--- config.mk ---
export PLATFORM = sky130hd
export DESIGN_NAME = ldr_div
export DESIGN_NICKNAME = d
export VERILOG_FILES = /design/src/rtl/ldr_div.sv
export SDC_FILE = /design/constraint.sdc
export NUM_CORES = 2
export LEC_CHECK = 0
export BUFFER_PORTS_ARGS = -buffer_cell sky130_fd_sc_hd__buf_2
export CAP_MARGIN = 20
export CORE_MARGIN = 3
export CORE_UTILIZATION = 50
export CTS_CLUSTER_DIAMETER = 40
export CTS_CLUSTER_SIZE = 28
export DETAILED_ROUTE_END_ITERATION = 7
export PLACE_DENSITY = 0.69
export SLEW_MARGIN = 40
export SYNTH_ARGS = -nofsm -noshare
export SYNTH_HDL_FRONTEND = slang
export SYNTH_SLANG_ARGS = --single-unit
--- constraint.sdc ---
create_clock -name clk -period 4 [get_ports clk]
set_input_delay 0.2 -clock clk [delete_from_list [all_inputs] [get_ports clk]]
set_output_delay 0.2 -clock clk [all_outputs]
set_load 0.03 [all_outputs]
--- src/rtl/ldr_div.sv ---
module ldr_div (
    input  logic        clk,
    input  logic        en,
    input  logic [11:0] mag,
    input  logic        neg,
    input  logic [19:0] divisor,
    output logic [47:0] quot,
    output logic        quot_neg
);
    localparam int NW = 48;
    localparam int MW = 12;
    localparam int RW = 21;

    logic [RW-1:0] rem_reg  [NW];
    logic [RW-1:0] rem_next [NW];
    logic [NW-1:0] quo_reg  [NW];
    logic [NW-1:0] quo_next [NW];
    logic [MW-1:0] num_reg  [NW];
    logic [MW-1:0] num_next [NW];
    logic          neg_reg  [NW];
    logic          neg_next [NW];

    always_comb
    begin
        logic [RW-1:0] r;
        logic [NW-1:0] q;
        logic [MW-1:0] n;
        logic          s;
        for (int k = 0; k < NW; k++)
        begin
            if (k == 0)
            begin
                r = '0;
                q = '0;
                n = mag;
                s = neg;
            end
            else
            begin
                r = rem_reg[k-1];
                q = quo_reg[k-1];
                n = num_reg[k-1];
                s = neg_reg[k-1];
            end
            r = {r[RW-2:0], n[MW-1]};
            n = {n[MW-2:0], 1'b0};
            q = {q[NW-2:0], 1'b0};
            if (r >= {1'b0, divisor})
            begin
                r = r - {1'b0, divisor};
                q[0] = 1'b1;
            end
            rem_next[k] = r;
            quo_next[k] = q;
            num_next[k] = n;
            neg_next[k] = s;
        end
    end

    always_ff @(posedge clk)
    begin
        if (en)
        begin
            for (int k = 0; k < NW; k++)
            begin
                rem_reg[k] <= rem_next[k];
                quo_reg[k] <= quo_next[k];
                num_reg[k] <= num_next[k];
                neg_reg[k] <= neg_next[k];
            end
        end
    end

    assign quot = quo_reg[NW-1];
    assign quot_neg = neg_reg[NW-1];

endmodule

==> impl_metrics.toml <==
[outcome]
outcome = "completed"

[routing]
routedWlPerCell_um = 20.5
firstDrtPassIters = 5
wl_met2_um = 130000
first_iter_violations = 6277
wl_met1_um = 129000
postRouteAntennaNets = 0
top_layer_used = "met4"
met3WireLength_um = 14500
drc = 0
dr_total_vias = 80800
wirelength_um = 284000
avgViaCountPerCell = 5.83

[final_layout]
layout_commonest_cell = "edfxtp_1"
multi_input_area_um2 = 52100
num-fill-cells = 18800
layout-drive-gt1-share_pct = 15.0
ff_latch_area_um2 = 67000
final_cell_mix = "edfxtp_1 (2230), ha_1 (941), a21oi_1 (716), nand2_1 (602), nor2_1 (598)"
area_growth_pct = 16.7
largest_reg_flops = 1176
nets = 11400

[setup_path]
end_kind = "register"
critical_path_depth = 10
crit_family = "compound AO/OA/AOI/OAI gates"
worst-path-buf-inv = 1
crit_chain = "ha_1 -> a21o_1 -> a21oi_1 -> o21bai_1 -> a2111oi_0 -> buf_4 -> o21ai_0 -> a311oi_1 -> o21ai_0 -> mux2_4"
crit_slowest_cell = "a2111oi_0"
cp_common_cell = "o21ai_0"
arrival_ps = 4130
r2r_slack_ps = 500
r2r_end = "rem_reg[2][100]"
crit_type = "reg2reg"
rr_worst_depth = 10
crit_start = "rem_reg[2][65]"
r2r-start = "rem_reg[2][65]"
critPathMaxFanout = 7
required_ps = 4630
max_stage_delay_ps = 690
worst_setup_path_start_kind = "register"

[worst_hold_path]
min_path_type = "in2reg"
min_to = "quo_reg[2][720]"
holdPathStages = 6
hp-start = "divisor[16]"

[clock_network]
root_buffer = "clkbuf_16"
htree_levels = 5
path_clk_slew_ps = 50
post_cts_buffers = 0
numClockSinks = 2230
cts_hold_buf = 31
cts_buffer_depth = 4
cts_resized = 0
cts_tree = "built"
worstSkewPairLatency_ps = 940
cts_buffers = 364

[global_routing]
grt_pass1_vias = 79600
grt_max_degree = 171
antenna_found_initial = 6
grt_overflow = 0
grt_usage_pct = 22.4
grt_pass1_wl_um = 443000

[timing]
fin_crit_ps = 3500
fin_skew_ps = 64.0
hold_viol_final = 0
fin_crit_sh_pct = 87.5
setup_viol = 0
worst_slew_pin_slew_ps = 807
rsz0062_at_grt = "false"
max_slew_margin_pct = 46.2
tns_ps = 0
max_freq_mhz = 286
holdWs_ps = 153
drv_slew = 0

[place]
port_buffers = 83
hpwl_um = 197000
routabilityCongestion = 0.945

[yosys]
netlist_area_um2 = 121000
yosysUniqueCellTypes = 95
synth_flop_cell = "edfxtp_1"
yosysWarnings = 0
synth-async-reset-ratio_pct = 0
synth_edf_count = 2230
syn_inst = 9751
ys_seq_area_share_pct = 55.3
synth.net_count = 10800
syn_avg_cell_area_um2 = 12.4
synth_seq_cells = 2230

[floorplan]
initial_core_util_pct = 50.3
num_rows = 180
die-area_um2 = 248000
core_um2 = 241000
die_h_um = 498
io_pins = 84
fp.dieW_um = 498

[power]
p_per_area_nw_per_um2 = 890
vdd_drop_max_v = 0.000607
p_leak_nw = 55.6

[job]
cap_violations = 0
## layer usage
layer	vias to the layer above	track usage, %
met5	-	0
met4	0	8.42
met3	631	3.25
met2	2257	35.7
met1	39200	31.1
li1	38800	-
## synthesized netlist by cell type, types with 25 or more instances
master	number	area, µm²
inv_1	339	1270
a211oi_1	74	556
fa_1	46	921
o21ai_0	580	2900
edfxtp_1	2230	67000
nor3_1	152	761
ha_1	941	11800
nor2b_1	124	776
and3_1	75	469
a31o_2	28	245
mux2_2	375	4220
a21oi_1	726	3630
xor2_1	258	2260
nand4_1	125	782
a2111oi_0	25	219
a211o_1	30	263
o211ai_1	54	405
or3_1	71	444
a31oi_1	58	363
nand2b_1	124	776
xnor2_1	464	4060
o21a_1	108	811
a21o_1	447	3360
nor2_1	598	2240
nor4_1	30	188
buf_2	65	325
nand2_1	602	2260
clkbuf_1	99	372
o21bai_1	75	563
mux2i_1	60	601
and4_1	26	228
o31ai_1	61	458
nand3_1	138	691
and2_1	76	475
o41ai_1	25	219
## cell families after synthesis
family | after synthesis | share of synthesized area [%]
XOR/XNOR | 722 | 5.22
buffers and inverters | 537 | 1.82
AND/OR/NAND/NOR | 2223 | 8.88
AO/OA/AOI/OAI | 2603 | 14.1
adder cells (fa/ha/maj) | 987 | 10.5
flip-flops | 2230 | 55.3
multiplexers | 449 | 4.16
## layout make-up
| class | count | share of cell area (%) |
|---|---|---|
| multi-input combinational | 6984 | 36.9 |
| sequential | 2230 | 47.4 |
| clock inverter | 257 | 2.10 |
| inverter | 341 | 0.923 |
| clock buffer | 395 | 6.65 |
| antenna | 6 | 0.0106 |
| tap | 3185 | 2.82 |
| timing repair buffer | 470 | 3.24 |
## through the flow
step / area [µm²] / setup WS, ps / util (%) / power [W] / instances
after floorplan: 121000 / 228 / - / 0.0791 / 9751
after global placement: 129000 / 96.0 / 53.4 / 0.0925 / 13200
after detailed placement: 129000 / 189 / 53.4 / 0.0937 / 13200
after CTS: 141000 / 607 / 58.7 / 0.126 / 13900
after global routing: 141000 / 378 / 58.7 / 0.134 / 13900
final: 141000 / 500 / 58.7 / 0.126 / 13900
## where the power goes
group / internal [W] / leakage [nW] / switching [W]
Combinational: 0.0257 / 27.9 / 0.0291
Clock: 0.0196 / 5.95 / 0.0116
Sequential: 0.0355 / 21.8 / 0.00426
## worst min-delay path: stages
cell and delay (ps):
buf_2 110, clkinv_2 80, buf_12 180, ha_1 170
nand4_1 90, o211ai_1 100
## worst max path at each step
| stage | endpoint |
|---|---|
| 3_3_place_gp | rem_reg[1][233] |
| 6_report | rem_reg[2][100] |
| 5_1_grt | rem_reg[2][129] |
| 2_1_floorplan | rem_reg[2][312] |
| 3_5_place_dp | rem_reg[1][214] |
| 4_1_cts | rem_reg[0][186] |
Power figures use the tool's default switching activity.
